File: src/hw/rtl/ksa_pkg.sv
`default_nettype none

package ksa_pkg;

  localparam int KEY_W    = 64;
  localparam int TIME_W   = 32;
  localparam int TICKET_W = 32;
  localparam int MIN_W    = 27;
  localparam int CHARGE_W = 32;
  localparam int SLOT_W   = 4;
  localparam int RATE_W   = 8;
  localparam int MINC_W   = 16;
  localparam int CFG_W    = 16;
  localparam int COST_W   = MIN_W + RATE_W;

  localparam logic [RATE_W-1:0] RATE_RESET = 8'd2;
  localparam logic [MINC_W-1:0] MINC_RESET = 16'd10;

  // floor(x / 60) = (x * DIV60_MAGIC) >> DIV60_SHIFT for any 32-bit x
  localparam logic [31:0] DIV60_MAGIC = 32'h8888_8889;
  localparam int          DIV60_SHIFT = 37;

  typedef enum logic [0:0] {
    CFG_RATE = 1'b0,
    CFG_MINC = 1'b1
  } cfg_idx_t;

  typedef enum logic [1:0] {
    OP_ALLOC   = 2'd0,
    OP_RELEASE = 2'd1,
    OP_SEARCH  = 2'd2,
    OP_NONE    = 2'd3
  } op_t;

  typedef enum logic [2:0] {
    ST_ALLOCATED = 3'd0,
    ST_RELEASED  = 3'd1,
    ST_FOUND     = 3'd2,
    ST_EMPTY_KEY = 3'd3,
    ST_PRESENT   = 3'd4,
    ST_FULL      = 3'd5,
    ST_NOT_FOUND = 3'd6
  } status_t;

  typedef enum logic [3:0] {
    S_IDLE,
    S_SCAN,
    S_POP,
    S_ALLOC,
    S_DIFF,
    S_DIV,
    S_CEIL,
    S_MUL,
    S_REL
  } state_t;

  typedef struct packed {
    logic    load;
    logic    rd;
    logic    pop;
    logic    alloc;
    logic    diff;
    logic    div;
    logic    ceil;
    logic    mul;
    logic    release_slot;
    logic    emit;
    status_t status;
  } cmd_t;

  typedef struct packed {
    logic key_zero;
    logic match;
    logic scan_end;
    logic full;
  } sts_t;

endpackage

`default_nettype wire

File: src/hw/rtl/ksa_ctrl.sv
`default_nettype none

module ksa_ctrl (
  input  wire logic          clk,
  input  wire logic          rst,
  input  wire logic          start,
  input  wire logic [1:0]    op,
  output logic               busy,
  output ksa_pkg::cmd_t      cmd,
  input  wire ksa_pkg::sts_t sts
);

  ksa_pkg::state_t state, state_next;
  ksa_pkg::op_t    op_reg;

  always_ff @(posedge clk) begin
    if (rst) begin
      state  <= ksa_pkg::S_IDLE;
      op_reg <= ksa_pkg::OP_NONE;
    end else begin
      state <= state_next;
      if (state == ksa_pkg::S_IDLE && start) begin
        op_reg <= ksa_pkg::op_t'(op);
      end
    end
  end

  assign busy = (state != ksa_pkg::S_IDLE);

  always_comb begin
    state_next = state;
    case (state)
      ksa_pkg::S_IDLE: begin
        if (start && ksa_pkg::op_t'(op) != ksa_pkg::OP_NONE) begin
          state_next = ksa_pkg::S_SCAN;
        end
      end
      ksa_pkg::S_SCAN: begin
        if (op_reg == ksa_pkg::OP_ALLOC && sts.key_zero) begin
          state_next = ksa_pkg::S_IDLE;
        end else if (sts.match) begin
          state_next = (op_reg == ksa_pkg::OP_RELEASE) ? ksa_pkg::S_DIFF : ksa_pkg::S_IDLE;
        end else if (sts.scan_end) begin
          state_next = (op_reg == ksa_pkg::OP_ALLOC && !sts.full) ? ksa_pkg::S_POP
                                                                  : ksa_pkg::S_IDLE;
        end
      end
      ksa_pkg::S_POP:   state_next = ksa_pkg::S_ALLOC;
      ksa_pkg::S_ALLOC: state_next = ksa_pkg::S_IDLE;
      ksa_pkg::S_DIFF:  state_next = ksa_pkg::S_DIV;
      ksa_pkg::S_DIV:   state_next = ksa_pkg::S_CEIL;
      ksa_pkg::S_CEIL:  state_next = ksa_pkg::S_MUL;
      ksa_pkg::S_MUL:   state_next = ksa_pkg::S_REL;
      ksa_pkg::S_REL:   state_next = ksa_pkg::S_IDLE;
      default:          state_next = ksa_pkg::S_IDLE;
    endcase
  end

  always_comb begin
    cmd        = '0;
    cmd.status = ksa_pkg::ST_ALLOCATED;
    case (state)
      ksa_pkg::S_IDLE: begin
        cmd.load = start;
      end
      ksa_pkg::S_SCAN: begin
        if (op_reg == ksa_pkg::OP_ALLOC && sts.key_zero) begin
          cmd.emit   = 1'b1;
          cmd.status = ksa_pkg::ST_EMPTY_KEY;
        end else if (sts.match) begin
          case (op_reg)
            ksa_pkg::OP_ALLOC: begin
              cmd.emit   = 1'b1;
              cmd.status = ksa_pkg::ST_PRESENT;
            end
            ksa_pkg::OP_SEARCH: begin
              cmd.emit   = 1'b1;
              cmd.status = ksa_pkg::ST_FOUND;
            end
            default: begin
              cmd.emit = 1'b0;
            end
          endcase
        end else if (sts.scan_end) begin
          if (op_reg == ksa_pkg::OP_ALLOC) begin
            if (sts.full) begin
              cmd.emit   = 1'b1;
              cmd.status = ksa_pkg::ST_FULL;
            end
          end else begin
            cmd.emit   = 1'b1;
            cmd.status = ksa_pkg::ST_NOT_FOUND;
          end
        end else begin
          cmd.rd = 1'b1;
        end
      end
      ksa_pkg::S_POP: begin
        cmd.pop = 1'b1;
      end
      ksa_pkg::S_ALLOC: begin
        cmd.alloc  = 1'b1;
        cmd.emit   = 1'b1;
        cmd.status = ksa_pkg::ST_ALLOCATED;
      end
      ksa_pkg::S_DIFF: cmd.diff = 1'b1;
      ksa_pkg::S_DIV:  cmd.div  = 1'b1;
      ksa_pkg::S_CEIL: cmd.ceil = 1'b1;
      ksa_pkg::S_MUL:  cmd.mul  = 1'b1;
      ksa_pkg::S_REL: begin
        cmd.release_slot = 1'b1;
        cmd.emit         = 1'b1;
        cmd.status       = ksa_pkg::ST_RELEASED;
      end
      default: begin
        cmd.load = 1'b0;
      end
    endcase
  end

endmodule

`default_nettype wire

File: src/hw/rtl/ksa_dp.sv
`default_nettype none

module ksa_dp #(
  parameter int NUM_SLOTS = 8
) (
  input  wire logic                              clk,
  input  wire logic                              rst,
  input  wire ksa_pkg::cmd_t                     cmd,
  output ksa_pkg::sts_t                          sts,
  input  wire logic [ksa_pkg::KEY_W-1:0]         entry_key,
  input  wire logic [ksa_pkg::TIME_W-1:0]        now_seconds,
  input  wire logic                              cfg_write,
  input  wire logic                              cfg_index,
  input  wire logic [ksa_pkg::CFG_W-1:0]         cfg_data,
  output logic                                   done,
  output logic [2:0]                             status,
  output logic [ksa_pkg::SLOT_W-1:0]             slot_number,
  output logic [ksa_pkg::TICKET_W-1:0]           ticket_number,
  output logic [ksa_pkg::MIN_W-1:0]              minutes_used,
  output logic [ksa_pkg::CHARGE_W-1:0]           charge,
  output logic [ksa_pkg::TIME_W-1:0]             entry_stamp
);

  localparam int IW = (NUM_SLOTS > 1) ? $clog2(NUM_SLOTS) : 1;
  localparam int CW = $clog2(NUM_SLOTS + 1);
  localparam logic [IW-1:0] LAST_IDX = IW'(NUM_SLOTS - 1);

  logic [ksa_pkg::RATE_W-1:0] rate;
  logic [ksa_pkg::MINC_W-1:0] min_charge;

  logic [ksa_pkg::KEY_W-1:0]    key_reg;
  logic [ksa_pkg::TIME_W-1:0]   now_reg;

  logic [ksa_pkg::KEY_W-1:0]    key_mem  [NUM_SLOTS];
  logic [ksa_pkg::TICKET_W-1:0] tick_mem [NUM_SLOTS];
  logic [ksa_pkg::TIME_W-1:0]   time_mem [NUM_SLOTS];
  logic [NUM_SLOTS-1:0]         busy_bits;

  logic [IW-1:0]                scan_addr;
  logic [ksa_pkg::KEY_W-1:0]    rd_key;
  logic [ksa_pkg::TICKET_W-1:0] rd_tick;
  logic [ksa_pkg::TIME_W-1:0]   rd_time;
  logic                         rd_busy;
  logic [IW-1:0]                rd_idx;
  logic                         rd_vld;

  logic [IW-1:0]                fifo_mem [NUM_SLOTS];
  logic [IW-1:0]                head;
  logic [IW-1:0]                tail;
  logic                         tail_wrap;
  logic [CW-1:0]                free_count;
  logic [IW-1:0]                fifo_q;
  logic                         fifo_written;
  logic [IW-1:0]                pop_idx;
  logic [ksa_pkg::TICKET_W-1:0] next_ticket;

  logic [ksa_pkg::TIME_W-1:0]   diff;
  logic [63:0]                  prod;
  logic [ksa_pkg::MIN_W-1:0]    quot;
  logic [ksa_pkg::TIME_W:0]     quot_x60;
  logic [ksa_pkg::MIN_W-1:0]    minutes;
  logic [ksa_pkg::COST_W-1:0]   cost;
  logic [ksa_pkg::CHARGE_W-1:0] cost_sat;
  logic [ksa_pkg::CHARGE_W-1:0] charge_val;

  always_ff @(posedge clk) begin
    if (rst) begin
      rate       <= ksa_pkg::RATE_RESET;
      min_charge <= ksa_pkg::MINC_RESET;
    end else if (cfg_write) begin
      case (ksa_pkg::cfg_idx_t'(cfg_index))
        ksa_pkg::CFG_RATE: rate       <= cfg_data[ksa_pkg::RATE_W-1:0];
        ksa_pkg::CFG_MINC: min_charge <= cfg_data[ksa_pkg::MINC_W-1:0];
        default:           rate       <= rate;
      endcase
    end
  end

  always_ff @(posedge clk) begin
    if (cmd.load) begin
      key_reg <= entry_key;
      now_reg <= now_seconds;
    end
  end

  // key scan: one table entry read per cycle, compared on the next
  always_ff @(posedge clk) begin
    if (rst) begin
      scan_addr <= '0;
      rd_vld    <= 1'b0;
    end else if (cmd.load) begin
      scan_addr <= '0;
      rd_vld    <= 1'b0;
    end else if (cmd.rd) begin
      rd_vld <= 1'b1;
      if (scan_addr != LAST_IDX) begin
        scan_addr <= scan_addr + 1'b1;
      end
    end
  end

  always_ff @(posedge clk) begin
    if (cmd.rd) begin
      rd_key  <= key_mem[scan_addr];
      rd_tick <= tick_mem[scan_addr];
      rd_time <= time_mem[scan_addr];
      rd_busy <= busy_bits[scan_addr];
      rd_idx  <= scan_addr;
    end
  end

  always_ff @(posedge clk) begin
    if (cmd.alloc) begin
      key_mem[pop_idx]  <= key_reg;
      tick_mem[pop_idx] <= next_ticket;
      time_mem[pop_idx] <= now_reg;
    end
  end

  always_ff @(posedge clk) begin
    if (rst) begin
      busy_bits <= '0;
    end else if (cmd.alloc) begin
      busy_bits[pop_idx] <= 1'b1;
    end else if (cmd.release_slot) begin
      busy_bits[rd_idx] <= 1'b0;
    end
  end

  assign sts.key_zero = (key_reg == '0);
  assign sts.match    = rd_vld && rd_busy && (rd_key == key_reg);
  assign sts.scan_end = rd_vld && (rd_idx == LAST_IDX);
  assign sts.full     = (free_count == '0);

  // free list; a position not yet written since reset is read as its own index
  always_ff @(posedge clk) begin
    if (cmd.release_slot) begin
      fifo_mem[tail] <= rd_idx;
    end
  end

  always_ff @(posedge clk) begin
    if (cmd.pop) begin
      fifo_q       <= fifo_mem[head];
      fifo_written <= tail_wrap || (head < tail);
    end
  end

  assign pop_idx = fifo_written ? fifo_q : head;

  always_ff @(posedge clk) begin
    if (rst) begin
      head        <= '0;
      tail        <= '0;
      tail_wrap   <= 1'b0;
      free_count  <= CW'(NUM_SLOTS);
      next_ticket <= ksa_pkg::TICKET_W'(1);
    end else begin
      if (cmd.alloc) begin
        head        <= (head == LAST_IDX) ? '0 : head + 1'b1;
        free_count  <= free_count - 1'b1;
        next_ticket <= next_ticket + 1'b1;
      end
      if (cmd.release_slot) begin
        if (tail == LAST_IDX) begin
          tail      <= '0;
          tail_wrap <= 1'b1;
        end else begin
          tail <= tail + 1'b1;
        end
        free_count <= free_count + 1'b1;
      end
    end
  end

  // metering: stay, minutes rounded up, charge
  assign quot     = prod[ksa_pkg::DIV60_SHIFT +: ksa_pkg::MIN_W];
  assign quot_x60 = {quot, 6'b0} - {quot, 2'b0};

  always_ff @(posedge clk) begin
    if (cmd.diff) begin
      diff <= now_reg - rd_time;
    end
    if (cmd.div) begin
      prod <= 64'(diff) * 64'(ksa_pkg::DIV60_MAGIC);
    end
    if (cmd.ceil) begin
      minutes <= quot + ksa_pkg::MIN_W'(quot_x60 != {1'b0, diff});
    end
    if (cmd.mul) begin
      cost <= ksa_pkg::COST_W'(minutes) * ksa_pkg::COST_W'(rate);
    end
  end

  assign cost_sat   = (|cost[ksa_pkg::COST_W-1:ksa_pkg::CHARGE_W]) ? '1
                                                                   : cost[ksa_pkg::CHARGE_W-1:0];
  assign charge_val = (cost_sat < ksa_pkg::CHARGE_W'(min_charge))
                      ? ksa_pkg::CHARGE_W'(min_charge) : cost_sat;

  always_ff @(posedge clk) begin
    if (rst) begin
      done <= 1'b0;
    end else begin
      done <= cmd.emit;
    end
  end

  always_ff @(posedge clk) begin
    if (cmd.emit) begin
      status        <= cmd.status;
      slot_number   <= '0;
      ticket_number <= '0;
      minutes_used  <= '0;
      charge        <= '0;
      entry_stamp   <= '0;
      case (cmd.status)
        ksa_pkg::ST_ALLOCATED: begin
          slot_number   <= ksa_pkg::SLOT_W'(32'(pop_idx) + 32'd1);
          ticket_number <= next_ticket;
          entry_stamp   <= now_reg;
        end
        ksa_pkg::ST_RELEASED: begin
          slot_number   <= ksa_pkg::SLOT_W'(32'(rd_idx) + 32'd1);
          ticket_number <= rd_tick;
          minutes_used  <= minutes;
          charge        <= charge_val;
          entry_stamp   <= rd_time;
        end
        ksa_pkg::ST_FOUND: begin
          slot_number   <= ksa_pkg::SLOT_W'(32'(rd_idx) + 32'd1);
          ticket_number <= rd_tick;
          entry_stamp   <= rd_time;
        end
        default: begin
          slot_number <= '0;
        end
      endcase
    end
  end

endmodule

`default_nettype wire

File: src/hw/rtl/keyed_slot_allocator_with_metering.sv
`default_nettype none

// Keyed slot allocator with metering. An item is taken when start is high and
// busy is low; each item except op 3 produces exactly one result, shown for a
// single cycle with done high, and the receiver cannot stall it, so it must
// capture the result in that cycle. The key lookup walks the slot table memory
// one entry per cycle. An allocate with a zero key ends without reading the
// table; otherwise the lookup walks the table until a hit on a slot or the
// last entry. A successful allocate then pops the free list, and a release
// works out the stay, divides it by 60, rounds up and multiplies by the rate
// for the charge. Op 3 is taken and gives nothing. A new item may be started
// in the cycle in which done is high. Registers are written through
// cfg_write / cfg_index / cfg_data; the user must write them only while busy
// is low, as the block itself does not enforce it.
module keyed_slot_allocator_with_metering #(
  parameter int NUM_SLOTS = 8
) (
  input  wire logic                        clk,
  input  wire logic                        rst,
  input  wire logic                        start,
  output logic                             busy,
  input  wire logic [1:0]                  op,
  input  wire logic [ksa_pkg::KEY_W-1:0]   entry_key,
  input  wire logic [ksa_pkg::TIME_W-1:0]  now_seconds,
  input  wire logic                        cfg_write,
  input  wire logic                        cfg_index,
  input  wire logic [ksa_pkg::CFG_W-1:0]   cfg_data,
  output logic                             done,
  output logic [2:0]                       status,
  output logic [ksa_pkg::SLOT_W-1:0]       slot_number,
  output logic [ksa_pkg::TICKET_W-1:0]     ticket_number,
  output logic [ksa_pkg::MIN_W-1:0]        minutes_used,
  output logic [ksa_pkg::CHARGE_W-1:0]     charge,
  output logic [ksa_pkg::TIME_W-1:0]       entry_stamp
);

  ksa_pkg::cmd_t cmd;
  ksa_pkg::sts_t sts;

  ksa_ctrl u_ctrl (
    .clk   (clk),
    .rst   (rst),
    .start (start),
    .op    (op),
    .busy  (busy),
    .cmd   (cmd),
    .sts   (sts)
  );

  ksa_dp #(
    .NUM_SLOTS (NUM_SLOTS)
  ) u_dp (
    .clk           (clk),
    .rst           (rst),
    .cmd           (cmd),
    .sts           (sts),
    .entry_key     (entry_key),
    .now_seconds   (now_seconds),
    .cfg_write     (cfg_write),
    .cfg_index     (cfg_index),
    .cfg_data      (cfg_data),
    .done          (done),
    .status        (status),
    .slot_number   (slot_number),
    .ticket_number (ticket_number),
    .minutes_used  (minutes_used),
    .charge        (charge),
    .entry_stamp   (entry_stamp)
  );

endmodule

`default_nettype wire
File: config.mk
export PLATFORM = sky130hd
export DESIGN_NAME = keyed_slot_allocator_with_metering
export DESIGN_NICKNAME = d
export VERILOG_FILES = /design/src/hw/rtl/ksa_pkg.sv /design/src/hw/rtl/ksa_ctrl.sv /design/src/hw/rtl/ksa_dp.sv /design/src/hw/rtl/keyed_slot_allocator_with_metering.sv
export SDC_FILE = /design/constraint.sdc
export NUM_CORES = 2
export LEC_CHECK = 0
export ABC_CLOCK_PERIOD_IN_PS = 13500
export BUFFER_PORTS_ARGS = -buffer_cell sky130_fd_sc_hd__buf_4
export CAP_MARGIN = 5
export CORE_MARGIN = 1.5
export CORE_UTILIZATION = 30
export CTS_BUF_LIST = sky130_fd_sc_hd__clkbuf_4
export DETAILED_ROUTE_END_ITERATION = 8
export SLEW_MARGIN = 20
export SYNTH_ARGS = -nofsm -noshare
export SYNTH_HDL_FRONTEND = slang
export SYNTH_HIERARCHICAL = 1
export SYNTH_SLANG_ARGS = --single-unit
File: constraint.sdc
create_clock -name clk -period 13.5 [get_ports clk]
set_input_delay 0.675 -clock clk [delete_from_list [all_inputs] [get_ports clk]]
set_output_delay 0.675 -clock clk [all_outputs]
set_load 0.03 [all_outputs]
==> flow_summary.json <==
{
  "outcome": "completed",
  "syn_to_final_growth_pct": 17.3,
  "post-route-cell-area_mm2": 0.0943,
  "dp_hpwl_um": 132000,
  "mostFrequentLayoutCells": "1531 x edfxtp_1, 629 x clkbuf_4, 564 x inv_1",
  "maxCapViolCount": 0,
  "grt_overflow_total": 0,
  "std_cell_rows": 189,
  "ant_nets": 0,
  "ir_drop_v": 0.0000919,
  "syn_nets": 6159,
  "hold_violations": 0,
  "netlist_instances": 5292,
  "largest_reg_flops": 512,
  "ys_seq_elements": 1617,
  "synth_edf_count": 1531,
  "insertion_delay_ns": 1.36,
  "yosysUniqueCellTypes": 88,
  "gp_congestion": 0.895,
  "yosysWarnings": 6,
  "clk_transition_reported_paths_ns": 0.06,
  "layout-drive-gt1-share": 0.226,
  "synth_top_area_frac": 0.572,
  "cts_buffers": 420,
  "drt_iter0_drc": 3432,
  "synth_area_leader_cell": "edfxtp_1",
  "hold_path.class": "in2reg",
  "seq_area_mm2": 0.0477,
  "dieArea_mm2": 0.271,
  "finalClockSkew_ns": 0.154,
  "regMostFlops": "u_dp/key_mem",
  "ys.flop_type": "edfxtp_1",
  "end_kind": "flip-flop",
  "relSlewSlack": 0.224,
  "p_leak_nw": 34.7,
  "power_density_mw_per_mm2": 113,
  "initial_core_util": 0.303,
  "die_w_um": 521,
  "final_util": 0.355,
  "fp.dieH_um": 521,
  "total_power_mw": 10.7,
  "fmax_ghz": 0.141,
  "rsz0062_at_grt": "false",
  "min_delay_worst_endpoint": "u_dp/key_reg[42]$_DFFE_PP_",
  "seq_area_frac_synth": 0.593,
  "period_minus_slack_ns": 7.10,
  "cts_resized": 0,
  "worstSetupPathType": "reg2reg",
  "clockBufferDepth": 4,
  "critPathMaxFanout": 6,
  "core-area_mm2": 0.266,
  "synth_area_leaders": "edfxtp_1 57%, fa_1 7.7%, mux4_2 7.4%",
  "hold-path-cell-count": 2,
  "grt_pass1_vias": 50512,
  "cts_tree": "done",
  "reg2reg_depth": 24,
  "firstDrtPassIters": 5,
  "cp-start-kind": "flip-flop",
  "slew_viol_final": 0,
  "grt_max_degree": 69,
  "setup_viol": 0,
  "cts_sinks": 1617,
  "boundaryPins": 251,
  "reg.largest.list": "u_dp/key_mem x512, u_dp/tick_mem x256, u_dp/time_mem x256",
  "synth_area_mm2": 0.0804,
  "nFillCells": 25459,
  "cts_setup_buffers": 0,
  "fin_crit_sh": 0.526,
  "nets": 6934,
  "worstMarginPinSlew_ns": 1.15,
  "multi_input_area_mm2": 0.0300,
  "tns_ns": 0,
  "portBuffers": 250,
  "final_common_cell": "edfxtp_1",
  "critPathRequiredTime_ns": 14.50,
  "vias_per_cell": 4.78,
  "rr_startpoint": "u_dp/diff[5]$_DFFE_PP_",
  "arrival_ns": 8.10,
  "drc": 0,
  "grtUsageTotal": 0.150,
  "dr_total_vias": 47549,
  "totalWireLength_um": 206000,
  "grt_pass1_wl_um": 310000,
  "synthArstFlopShare": 0,
  "placed_cell_area_mm2": 0.0866,
  "min-delay-start": "entry_key[42]",
  "reg2reg_to": "u_dp/prod[58]$_DFFE_PP_",
  "antenna_found_initial": 20,
  "clockRootBuffer": "clkbuf_4",
  "wl_per_cell_um": 20.7,
  "rrSetupSlack_ns": 6.40,
  "avgSynthCellArea_um2": 15.2,
  "cts_max_level": 5
}
-- cells by family (layout without fill, tap and decap cells) --
| group | count (synthesis) | in the layout | synth area share |
|---|---|---|---|
| flip-flops | 1617 | 1617 | 0.593 |
| adder cells (fa/ha/maj) | 748 | 748 | 0.145 |
| buffers and inverters | 751 | 1849 | 0.0355 |
| other | 0 | 17 | 0 |
| AND/OR/NAND/NOR | 947 | 947 | 0.0581 |
| XOR/XNOR | 229 | 229 | 0.0249 |
| multiplexers | 411 | 411 | 0.0943 |
| AO/OA/AOI/OAI | 589 | 589 | 0.0491 |
-- per-layer routing --
| metal | up-vias | global-route usage | share of wire |
|---|---|---|---|
| li1 | 21387 | - | - |
| met1 | 24389 | 0.197 | 0.44 |
| met2 | 1441 | 0.251 | 0.48 |
| met3 | 310 | 0.0301 | 0.057 |
| met4 | 22 | 0.0424 | 0.023 |
| met5 | - | 0 | 0.00073 |
-- worst max-delay path by stage --
stage | end | cells after the start | start
finish | u_dp/prod[58]$_DFFE_PP_ | 24 | u_dp/diff[5]$_DFFE_PP_
global route | u_dp/prod[58]$_DFFE_PP_ | 24 | u_dp/diff[5]$_DFFE_PP_
CTS | u_dp/prod[58]$_DFFE_PP_ | 24 | u_dp/diff[5]$_DFFE_PP_
detailed placement | u_dp/prod[58]$_DFFE_PP_ | 24 | u_dp/diff[5]$_DFFE_PP_
global placement | u_dp/prod[58]$_DFFE_PP_ | 24 | u_dp/diff[5]$_DFFE_PP_
floorplan | u_dp/charge[0]$_SDFFCE_PN0P_ | 9 | u_dp/key_reg[28]$_DFFE_PP_
-- Yosys cell counts (8+ instances only) --
cell	instances
a211oi_1	31
a21o_1	67
a21oi_1	170
a221oi_1	9
a22o_1	36
a31oi_1	16
and2_1	107
and3_1	50
and4_1	10
buf_1	46
clkbuf_1	121
dfxtp_1	86
edfxtp_1	1531
fa_1	309
ha_1	439
inv_1	573
mux2_2	134
mux2i_1	13
mux4_2	264
nand2_1	320
nand2b_1	41
nand3_1	52
nand3b_1	8
nand4_1	46
nor2_1	163
nor2b_1	19
nor3_1	52
nor4_1	39
o211ai_1	13
o21a_1	48
o21ai_0	97
o21bai_1	15
o22ai_1	11
or2_2	9
or3_1	14
xnor2_1	154
xor2_1	75
-- report_power, final --
part | switching, mW | internal (mW)
combinational | 0.385 | 0.315
clock | 2.01 | 2.28
sequential | 0.0988 | 5.56
total | 2.50 | 8.16
-- layout make-up --
| type | instances | share of cell area |
|---|---|---|
| flip-flops and latches | 1617 | 0.506 |
| multi-input cells | 2924 | 0.318 |
| clock buffers | 629 | 0.0500 |
| repair buffers | 530 | 0.0482 |
| well taps | 3533 | 0.0469 |
| inverters | 574 | 0.0234 |
| clock inverters | 116 | 0.00780 |
| diodes | 17 | 0.000451 |
-- critical path: stages (launching register included) --
cell	delay [ns]
edfxtp_1	0.52
ha_1	0.43
inv_1	0.07
fa_1	0.56
inv_1	0.07
fa_1	0.48
inv_1	0.06
fa_1	0.47
fa_1	0.49
inv_1	0.05
fa_1	0.47
inv_1	0.05
fa_1	0.48
inv_1	0.04
ha_1	0.30
and3_1	0.23
o211ai_1	0.11
a211oi_1	0.28
o21ai_1	0.14
nand4_2	0.26
o2111ai_2	0.26
o211ai_1	0.38
a21oi_1	0.17
o31ai_1	0.30
xnor2_1	0.11
-- repair_timing --
item,CTS,global route
endpoints found under the hold margin,157,0
endpoints found under the setup margin,0,0
hold buffers,222,0
-- through the flow --
stage	hold slack (ns)	setup WS [ns]	instances
after floorplan	0.429	4.42	5292
after global placement	0.447	6.54	8955
after detailed placement	0.451	6.52	8955
after CTS	0.00366	6.41	9922
after global routing	0.0751	6.01	9935
final	0.174	6.40	9940
No activity file was read; power rests on OpenSTA's default activity.
